[src/hdl/afc_pkg.sv]
// ----------------------------------------------------------------------------
// afc_pkg
// shared types and constants of the box versus frustum cull engine
// ----------------------------------------------------------------------------
package afc_pkg;

    localparam int COORD_W     = 16;
    localparam int FRAC_BITS   = 14;
    localparam int PLANE_SLOTS = 6;
    localparam int PLANE_W     = 64;
    localparam int CFG_IDX_W   = 3;
    localparam int PROD_W      = 2 * COORD_W;
    localparam int SUM_W       = PROD_W + 3;

    localparam logic [PLANE_SLOTS-1:0] ALL_PLANES = 6'h3F;

    localparam logic [1:0] ST_CULLED  = 2'd0;
    localparam logic [1:0] ST_INSIDE  = 2'd1;
    localparam logic [1:0] ST_PARTIAL = 2'd2;

    typedef struct packed {
        logic signed [COORD_W-1:0] min_x;
        logic signed [COORD_W-1:0] min_y;
        logic signed [COORD_W-1:0] min_z;
        logic signed [COORD_W-1:0] max_x;
        logic signed [COORD_W-1:0] max_y;
        logic signed [COORD_W-1:0] max_z;
    } t_box;

    typedef struct packed {
        t_box                   box;
        logic [PLANE_SLOTS-1:0] hint;
        logic [PLANE_SLOTS-1:0] any_in;
        logic [PLANE_SLOTS-1:0] all_in;
    } t_item;

endpackage

[src/hdl/afc_result.sv]
// ----------------------------------------------------------------------------
// afc_result
// folds the plane masks of the chain into the outcome and holds it in the
// output register
// ----------------------------------------------------------------------------
module afc_result (
    input  logic                           i_clk,
    input  logic                           i_rst_n,
    input  logic                           i_en,
    input  logic                           i_valid,
    input  afc_pkg::t_item                 i_item,
    output logic                           o_valid,
    output logic [1:0]                     o_status,
    output logic [afc_pkg::PLANE_SLOTS-1:0] o_inside_mask
);
    import afc_pkg::*;

    logic                   r_valid;
    logic [1:0]             r_status, n_status;
    logic [PLANE_SLOTS-1:0] r_mask, n_mask;

    always_comb begin
        if (i_item.any_in != ALL_PLANES) begin
            n_status = ST_CULLED;
            n_mask   = '0;
        end else if (i_item.all_in == ALL_PLANES) begin
            n_status = ST_INSIDE;
            n_mask   = ALL_PLANES;
        end else begin
            n_status = ST_PARTIAL;
            n_mask   = i_item.all_in;
        end
    end

    always_ff @(posedge i_clk) begin
        if (!i_rst_n) begin
            r_valid <= 1'b0;
        end else if (i_en) begin
            r_valid <= i_valid;
        end
    end

    always_ff @(posedge i_clk) begin
        if (i_en) begin
            r_status <= n_status;
            r_mask   <= n_mask;
        end
    end

    assign o_valid       = r_valid;
    assign o_status      = r_status;
    assign o_inside_mask = r_mask;

endmodule

[config.mk]
export PLATFORM = sky130hd
export DESIGN_NAME = afc_result
export DESIGN_NICKNAME = d
export VERILOG_FILES = /design/src/hdl/afc_pkg.sv /design/src/hdl/afc_result.sv
export SDC_FILE = /design/constraint.sdc
export NUM_CORES = 1
export LEC_CHECK = 0
export ABC_AREA = 1
export BUFFER_PORTS_ARGS = -buffer_cell sky130_fd_sc_hd__buf_4
export CAP_MARGIN = 25
export CORE_MARGIN = 4
export CORE_UTILIZATION = 17
export DETAILED_ROUTE_END_ITERATION = 10
export HOLD_SLACK_MARGIN = 0.12
export PLACE_DENSITY_LB_ADDON = 0.12
export SETUP_SLACK_MARGIN = 0.5
export SYNTH_ARGS = -nofsm -noshare
export SYNTH_HDL_FRONTEND = slang
export SYNTH_SLANG_ARGS = --single-unit
[constraint.sdc]
create_clock -name i_clk -period 0.8 [get_ports i_clk]
set_input_delay 0.04 -clock i_clk [delete_from_list [all_inputs] [get_ports i_clk]]
set_output_delay 0.04 -clock i_clk [all_outputs]
set_load 0.01 [all_outputs]
==> results.sh, run 1 <==
export IMPL_outcome="finished, violations left"
export IMPL_violations="negative hold slack, negative setup slack"
export IMPL_grt_start_max_net_pins=11
export IMPL_antenna_found_initial=0
export IMPL_die_y_um=55.8
export IMPL_max_freq_ghz=1.17
export IMPL_cts_tree="done"
export IMPL_io_pins=127
export IMPL_post_cts_buffers=0
export IMPL_maxSlewViolCount=0
export IMPL_fill_cells=231
export IMPL_setup_ws_ns=-0.0561
export IMPL_cts_buffer_depth=2
export IMPL_diodes=0
export IMPL_drc=0
export IMPL_place_inst=93
export IMPL_num_vias=367
export IMPL_syn_nets=159
export IMPL_cts_buffers=3
export IMPL_setup_worst_path_class="flip-flop to output pin"
export IMPL_cts_sinks=9
export IMPL_p_leak_nw=0.367
export IMPL_crit_required_ns=0.76
export IMPL_final_nets=188
export IMPL_seq_area_frac_synth_pct=67.1
export IMPL_grt_overflow=0
export IMPL_hold_depth=3
export IMPL_vias_per_cell=3.78
export IMPL_seqCellArea_sq_um=262
export IMPL_critPathSlowestCell="edfxtp_1"
export IMPL_startpoint="o_inside_mask[0]"
export IMPL_holdCritStartpoint="i_rst_n"
export IMPL_hold_violations=1
export IMPL_yosysTopAreaCell="edfxtp_1"
export IMPL_drt_iter0_markers=0
export IMPL_r2r_start="o_valid"
export IMPL_hold_path_class="input pin to flip-flop"
export IMPL_endpoint_kind="output pin"
export IMPL_antenna_left=0
export IMPL_period_minus_slack_ns=0.856
export IMPL_io_buffer_count=24
export IMPL_final_cells=97
export IMPL_rsz0062_at_grt="true"
export IMPL_syn_inst=41
export IMPL_synth_top_area_share_pct=61.9
export IMPL_dr_pass1_iters=1
export IMPL_power_density_nw_per_um2=1470
export IMPL_max_cap_viol_count=0
export IMPL_cp_arrival_ns=0.82
export IMPL_ys_ff_latch=9
export IMPL_avgSynthCellArea_sq_um=9.46
export IMPL_ys_warn_count=0
export IMPL_row_count=17
export IMPL_critPathLaunchType="flip-flop"
export IMPL_cts_htree_levels=1
export IMPL_netlist_area_sq_um=388
export IMPL_path_max_fanout=1
export IMPL_grt_pass1_wl_um=1770
export IMPL_finalSetupViolations=8
export IMPL_gp_congestion=0.621
export IMPL_critical_path_max_stage_delay_ns=0.41
export IMPL_worst_r2r_cell_count=2
export IMPL_hpwl_um=766
export IMPL_ys_types=9
export IMPL_cts_root_buf="clkbuf_4"
export IMPL_fp_dieW_um=55.8
export IMPL_fin_crit_sh_pct=107
export IMPL_skew_ns=0
export IMPL_grt_pass1_vias=383
export IMPL_initial_utilization_pct=17.7
export IMPL_cp_num_buf_inv=1
export IMPL_routed_wl_um=1070
export IMPL_cp_top_family="flip-flops"
export IMPL_multi_input_area_sq_um=156
export IMPL_wire_per_inst_um=11.1
export IMPL_worst_pin_slew_ns=0.152
export IMPL_core_area_sq_um=2190
export IMPL_clk_transition_reported_paths_ns=0.07
export IMPL_clock_latency_ns=0.26
export IMPL_path_cells="buf_6"
export IMPL_gr_usage_all_layers_pct=7.81
export IMPL_cp_depth=1
export IMPL_total_power_w=0.00113
export IMPL_peakVddDrop_uv=590
export IMPL_area_growth_syn_to_layout_pct=99.0
export IMPL_slew_headroom_pct=89.8
export IMPL_holdWs_ns=-0.000655
export IMPL_synth_area_leaders="edfxtp_1, inv_1, nor2_1, nand2_1, dfxtp_1"
export IMPL_dieArea_sq_um=3110
export IMPL_drive_gt1_share_pct=65.2
[layout by cell type (no fill, tap or decap)]
cell      instances
dfxtp_2           1
a21oi_1           1
nand2_1           3
clkbuf_4          3
inv_2             3
buf_8             3
nand2_2           1
o21ai_2           1
nor2_1            4
edfxtp_1          8
buf_4             7
nand2_4           5
inv_1             7
nor2_4            2
nor2_2            5
clkbuf_1          1
buf_6            14
[stage by stage]
| stage | TNS, ns | utilization, % | worst slack, ns | instance area (sq um) |
|---|---|---|---|---|
| final | -0.204 | 35.2 | -0.0561 | 772 |
| after CTS | -0.342 | 34.0 | -0.0839 | 746 |
| after global routing | -0.553 | 35.2 | -0.115 | 772 |
| after global placement | 0 | 29.0 | 0.0789 | 634 |
| after floorplan | 0 | - | 0.222 | 419 |
| after detailed placement | 0 | 29.0 | 0.0741 | 634 |
[what timing repair did]
action / 4_1_cts / 5_1_grt
setup endpoints to repair: 18 / 18
gates resized for setup: 25 / 8
endpoints found under the hold margin: 15 / 14
pin swaps: 10 / 1
cloned: 0 / 0
[final timing paths]
| kind | end | slack [ns] |
|---|---|---|
| worst max register to register | o_valid | 0.21 |
| worst max-delay path | o_inside_mask[0] | -0.06 |
| worst min register to register | o_valid | 0.50 |
| worst min-delay path | o_valid | -0.0007 |
[layer usage]
metal	track usage [%]	vias up	wire (um)
li1	-	179	-
met3	4.41	2	139
met4	5.21	0	14
met5	0	-	0
met1	8.64	169	447
met2	11.3	17	470
[where the power goes]
part	leakage (nW)	total, W	switching (W)	internal (W)
logic	0.268	0.000215	0.0000850	0.000130
clock network	0.0150	0.000366	0.000173	0.000193
registers	0.0845	0.000551	0.0000139	0.000537
total	0.367	0.00113	0.000272	0.000860
[layout make-up]
type / count / area share (%)
sequential: 9 / 33.9
timing repair buffer: 24 / 33.1
multi-input combinational: 22 / 20.3
inverter: 10 / 4.86
tap: 28 / 4.54
clock buffer: 4 / 3.40
[cell usage after synthesis]
cell / instances
nand2_1: 8
nand2_2: 1
dfxtp_1: 1
edfxtp_1: 8
a21oi_1: 1
inv_1: 10
nor2_1: 10
nor2_2: 1
o21ai_0: 1
[state kept, by name, indices dropped and copies added (netlist names)]
name	cells
o_valid	1
o_inside_mask	6
o_status	2
[kinds of logic after synthesis]
logic type,after synthesis,synth area share [%]
compound gates,2,2.58
buf+inv,10,9.68
flops,9,67.1
simple gates,20,20.6
Note: power is estimated with default switching activity, not from simulation.
==> run 2: changes to the inputs <==
--- a/config.mk
+++ b/config.mk
@@ -14,6 +14,7 @@
 export HOLD_SLACK_MARGIN = 0.12
 export PLACE_DENSITY_LB_ADDON = 0.12
 export SETUP_SLACK_MARGIN = 0.5
+export SKIP_CTS_REPAIR_TIMING = 1
 export SYNTH_ARGS = -nofsm -noshare
 export SYNTH_HDL_FRONTEND = slang
 export SYNTH_SLANG_ARGS = --single-unit
==> constraint.sdc (replaced) <==
create_clock -name i_clk -period 0.8 [get_ports i_clk]
set_input_delay 0.04 -clock i_clk [delete_from_list [all_inputs] [get_ports i_clk]]
set_output_delay 0.04 -clock i_clk [all_outputs]
set_load 0.02 [all_outputs]
==> run 2 against run 1 <==
Compared with the run above:
- highest routed layer is now met3
- sequential power about the same
- fmax decreased by 1.6%
- the run ends with negative setup slack left
- first-iteration DRC count increased by 3
- final area increased by 0.49%
- global-route usage decreased by 0.77 points
==> results.sh, run 2 (same netlist as run 1, synthesis figures left out) <==
export IMPL_outcome="finished, violations left"
export IMPL_violations="negative setup slack"
export IMPL_cp_top_family="flip-flops"
export IMPL_pre_cts_slack_ns=0.0741
export IMPL_setup_ws_ns=-0.0704
export IMPL_stdcell_area_sq_um=776
export IMPL_largest_reg_flops=6
export IMPL_hold_violations=0
export IMPL_cp_num_buf_inv=1
export IMPL_max_freq_ghz=1.15
export IMPL_finalSetupViolations=8
export IMPL_crit_required_ns=0.76
export IMPL_endpoint_kind="output pin"
export IMPL_path_cells="buf_6"
export IMPL_critPathSlowestCell="edfxtp_1"
export IMPL_power_density_nw_per_um2=1490
export IMPL_row_count=17
export IMPL_grt_start_max_net_pins=11
export IMPL_io_buffer_count=24
export IMPL_cellInternalPower_w=0.000863
export IMPL_wl_met2_um=481
export IMPL_clk_transition_reported_paths_ns=0.07
export IMPL_antenna_found_initial=0
export IMPL_cp_arrival_ns=0.83
export IMPL_fin_crit_sh_pct=109
export IMPL_holdWs_ns=0.0000740
export IMPL_drt_iter0_markers=3
export IMPL_cts_sinks=9
export IMPL_hpwl_um=766
export IMPL_period_minus_slack_ns=0.870
export IMPL_cts_tree="done"
export IMPL_setup_worst_path_class="flip-flop to output pin"
export IMPL_dr_pass1_iters=3
export IMPL_swShare_pct=25.2
export IMPL_top_layer="met3"
export IMPL_path_max_fanout=1
export IMPL_drc=0
export IMPL_final_nets=189
export IMPL_maxSlewViolCount=0
export IMPL_area_growth_syn_to_layout_pct=100
export IMPL_max_cap_viol_count=0
export IMPL_cts_htree_levels=1
export IMPL_p_comb_share_pct=20.7
export IMPL_p_leak_nw=0.368
export IMPL_total_power_w=0.00115
export IMPL_slew_headroom_pct=89.9
export IMPL_initial_utilization_pct=17.7
export IMPL_grt_pass1_wl_um=1590
export IMPL_drive_gt1_share_pct=65.7
export IMPL_peakVddDrop_uv=608
export IMPL_met3_length_um=118
export IMPL_cts_root_buf="clkbuf_4"
export IMPL_power_frac_seq_pct=47.8
export IMPL_cts_buffer_depth=2
export IMPL_clkPwrFrac_pct=31.5
export IMPL_critPathLaunchType="flip-flop"
export IMPL_critical_path_max_stage_delay_ns=0.42
export IMPL_gp_congestion=0.621
export IMPL_wire_per_inst_um=10.8
export IMPL_dieArea_sq_um=3110
export IMPL_grt_pass1_vias=350
export IMPL_switching_power_w=0.000291
export IMPL_clock_latency_ns=0.26
export IMPL_gr_usage_all_layers_pct=7.04
export IMPL_fill_cells=238
export IMPL_die_y_um=55.8
export IMPL_num_vias=362
export IMPL_routed_wl_um=1060
export IMPL_post_dp_cell_area_sq_um=634
export IMPL_rsz0062_at_grt="true"
export IMPL_core_area_sq_um=2190
export IMPL_vias_per_cell=3.69
export IMPL_cts_buffers=3
export IMPL_io_pins=127
export IMPL_skew_ns=0
export IMPL_fp_dieW_um=55.8
export IMPL_post_route_util_pct=35.4
export IMPL_wl_met1_um=460
export IMPL_grt_overflow=0
export IMPL_hold_path_class="input pin to flip-flop"
export IMPL_worst_pin_slew_ns=0.151
export IMPL_layout_commonest_cell="buf_6"
export IMPL_antenna_left=0
export IMPL_layout_common_cells="buf_6, edfxtp_1, inv_1"
export IMPL_diodes=0
==> run 2: cell count changes in the layout (fill, tap and decap cells not counted) <==
cell / change
buf_6: +5
buf_4: -1
buf_8: -3
==> run 2: power groups by stage <==
stage,sequential (W),combinational [W],clock [W]
after global routing,0.000555,0.000256,0.000403
after global placement,0.000556,0.000191,0
final,0.000551,0.000239,0.000363
after detailed placement,0.000557,0.000190,0
after floorplan,0.000589,0.0000330,0
after CTS,0.000547,0.000191,0.000381
==> run 2: through the flow <==
| stage | TNS, ns | instances |
|---|---|---|
| after floorplan | 0 | 41 |
| final | -0.287 | 98 |
| after global placement | 0 | 93 |
| after CTS | -0.466 | 97 |
| after global routing | -0.636 | 98 |
| after detailed placement | 0 | 93 |
==> run 2: final timing paths <==
check / from / end / slack [ns] / cells past startpoint
setup reg to reg: o_valid / o_valid / 0.11 / 3
hold reg to reg: o_valid / o_valid / 0.60 / 3
setup / recovery: o_inside_mask[0] / o_inside_mask[0] / -0.07 / 1
hold / removal: i_rst_n / o_valid / 0.00007 / 3
==> run 2: layout make-up <==
| class | count | area, sq um | share of cell area, % |
|---|---|---|---|
| Tap cell | 28 | 35.0 | 4.52 |
| Clock buffer | 4 | 26.3 | 3.39 |
| Multi-Input combinational cell | 22 | 156 | 20.2 |
| Sequential cell | 9 | 262 | 33.7 |
| Inverter | 10 | 37.5 | 4.84 |
| Timing Repair Buffer | 25 | 259 | 33.4 |
==> run 2: routing by layer <==
metal	track usage, %	up-vias
met5	0	-
met2	9.12	17
met4	5.21	0
li1	-	182
met1	8.36	163
met3	4.18	0
==> run 3: changes to the inputs <==
--- a/config.mk
+++ b/config.mk
@@ -12,7 +12,7 @@
 export CORE_UTILIZATION = 17
 export DETAILED_ROUTE_END_ITERATION = 10
 export HOLD_SLACK_MARGIN = 0.12
-export PLACE_DENSITY_LB_ADDON = 0.12
+export PLACE_DENSITY_LB_ADDON = 0.08
 export SETUP_SLACK_MARGIN = 0.5
 export SKIP_CTS_REPAIR_TIMING = 1
 export SYNTH_ARGS = -nofsm -noshare
==> run 3 against run 2 <==
Compared with the run above:
- sequential power about the same
- count of clock-buffer cells in the layout did not move
- combinational power grew 2%
- core utilization increased by 0.63 points
- clock power is 4% lower
- fmax is 1.7% higher
- critical endpoint is now o_inside_mask[5]
- global-route usage down 0.47 points
- the run still ends with negative setup slack left
- power is 0.95% lower
- critical path depth unchanged
==> results.sh, run 3 (same netlist as run 1, synthesis figures left out) <==
export IMPL_final_nets=188
export IMPL_hold_path_class="input pin to flip-flop"
export IMPL_layout_commonest_cell="buf_6"
export IMPL_peakVddDrop_uv=624
export IMPL_layout_common_cells="buf_6, edfxtp_1, inv_1"
export IMPL_gp_congestion=0.637
export IMPL_path_max_fanout=1
export IMPL_cp_top_family="flip-flops"
export IMPL_cp_num_buf_inv=1
export IMPL_gr_usage_all_layers_pct=6.57
export IMPL_cts_root_buf="clkbuf_4"
export IMPL_grt_overflow=0
export IMPL_wire_per_inst_um=10.1
export IMPL_drive_gt1_share_pct=68.1
export IMPL_critPathLaunchType="flip-flop"
export IMPL_critical_path_max_stage_delay_ns=0.41
export IMPL_drc=0
export IMPL_io_buffer_count=24
export IMPL_dieArea_sq_um=3110
export IMPL_cts_htree_levels=1
export IMPL_skew_ns=0
export IMPL_hold_violations=0
export IMPL_fill_cells=239
export IMPL_crit_required_ns=0.76
export IMPL_finalSetupViolations=8
export IMPL_max_freq_ghz=1.17
export IMPL_clk_transition_reported_paths_ns=0.06
export IMPL_cts_buffer_depth=2
export IMPL_row_count=17
export IMPL_dr_pass1_iters=1
export IMPL_violations="negative setup slack"
export IMPL_grt_pass1_wl_um=1460
export IMPL_fin_tns_setup_ns=-0.231
export IMPL_die_y_um=55.8
export IMPL_antenna_left=0
export IMPL_antenna_found_initial=0
export IMPL_hpwl_um=747
export IMPL_fp_dieW_um=55.8
export IMPL_max_cap_viol_count=0
export IMPL_largest_reg_flops=6
export IMPL_period_minus_slack_ns=0.856
export IMPL_cts_sinks=9
export IMPL_vias_per_cell=3.79
export IMPL_core_area_sq_um=2190
export IMPL_diodes=0
export IMPL_r2r_start="o_valid"
export IMPL_startpoint="o_inside_mask[5]"
export IMPL_critPathSlowestCell="edfxtp_1"
export IMPL_worst_pin_slew_ns=0.139
export IMPL_path_cells="buf_6"
export IMPL_pre_cts_slack_ns=0.0876
export IMPL_rsz0062_at_grt="true"
export IMPL_maxSlewViolCount=0
export IMPL_routed_wl_um=981
export IMPL_slew_headroom_pct=90.7
export IMPL_cts_buffers=3
export IMPL_initial_utilization_pct=17.7
export IMPL_io_pins=127
export IMPL_outcome="finished, violations left"
export IMPL_grt_pass1_vias=336
export IMPL_grt_start_max_net_pins=11
export IMPL_fin_crit_sh_pct=107
export IMPL_setup_worst_path_class="flip-flop to output pin"
export IMPL_area_growth_syn_to_layout_pct=104
export IMPL_cp_arrival_ns=0.82
export IMPL_cts_tree="done"
export IMPL_holdCritStartpoint="i_rst_n"
export IMPL_post_dp_cell_area_sq_um=634
export IMPL_clock_latency_ns=0.25
export IMPL_drt_iter0_markers=0
export IMPL_holdWs_ns=0.00465
export IMPL_endpoint_kind="output pin"
export IMPL_stdcell_area_sq_um=790
export IMPL_setup_ws_ns=-0.0562
export IMPL_power_density_nw_per_um2=1450
export IMPL_p_leak_nw=0.369
export IMPL_num_vias=368
## run 3: path summary, 6_finish.rpt
kind / endpoint / slack, ns / cells past startpoint
worst max-delay path: o_inside_mask[5] / -0.06 / 1
worst min-delay path: o_valid / 0.005 / 3
worst min register to register: o_valid / 0.49 / 2
worst max register to register: o_valid / 0.22 / 2
## run 3: area by class of cell
cell class	count	area [sq um]	share of cell area [%]
flip-flops and latches	9	262	33.1
repair buffers	24	263	33.3
inverters	10	37.5	4.75
clock buffers	4	26.3	3.33
well taps	28	35.0	4.44
multi-input cells	22	166	21.1
## run 3: where the power goes
part,internal (W),switching (W)
combinational,0.000136,0.000106
clock,0.000192,0.000157
sequential,0.000537,0.0000140
## run 3: through the flow
stage,util [%],instances,power (W)
after CTS,30.2,97,0.00111
after global placement,29.0,93,0.000747
after global routing,36.0,97,0.00121
final,36.0,97,0.00114
after detailed placement,29.0,93,0.000746
after floorplan,-,41,0.000622
## run 3: routing by layer
| layer | vias to the layer above | track usage (%) | share of wire, % |
|---|---|---|---|
| met2 | 19 | 8.11 | 44 |
| met5 | - | 0 | 0 |
| met1 | 167 | 7.82 | 42 |
| li1 | 180 | - | - |
| met3 | 2 | 3.48 | 11 |
| met4 | 0 | 6.25 | 2.1 |
## run 3: worst min-delay path, delay by kind of cell
| kind | cells | cell delay [ns] |
|---|---|---|
| AO/OA/AOI/OAI | 2 | 0.07 |
| buffers and inverters | 1 | 0.11 |
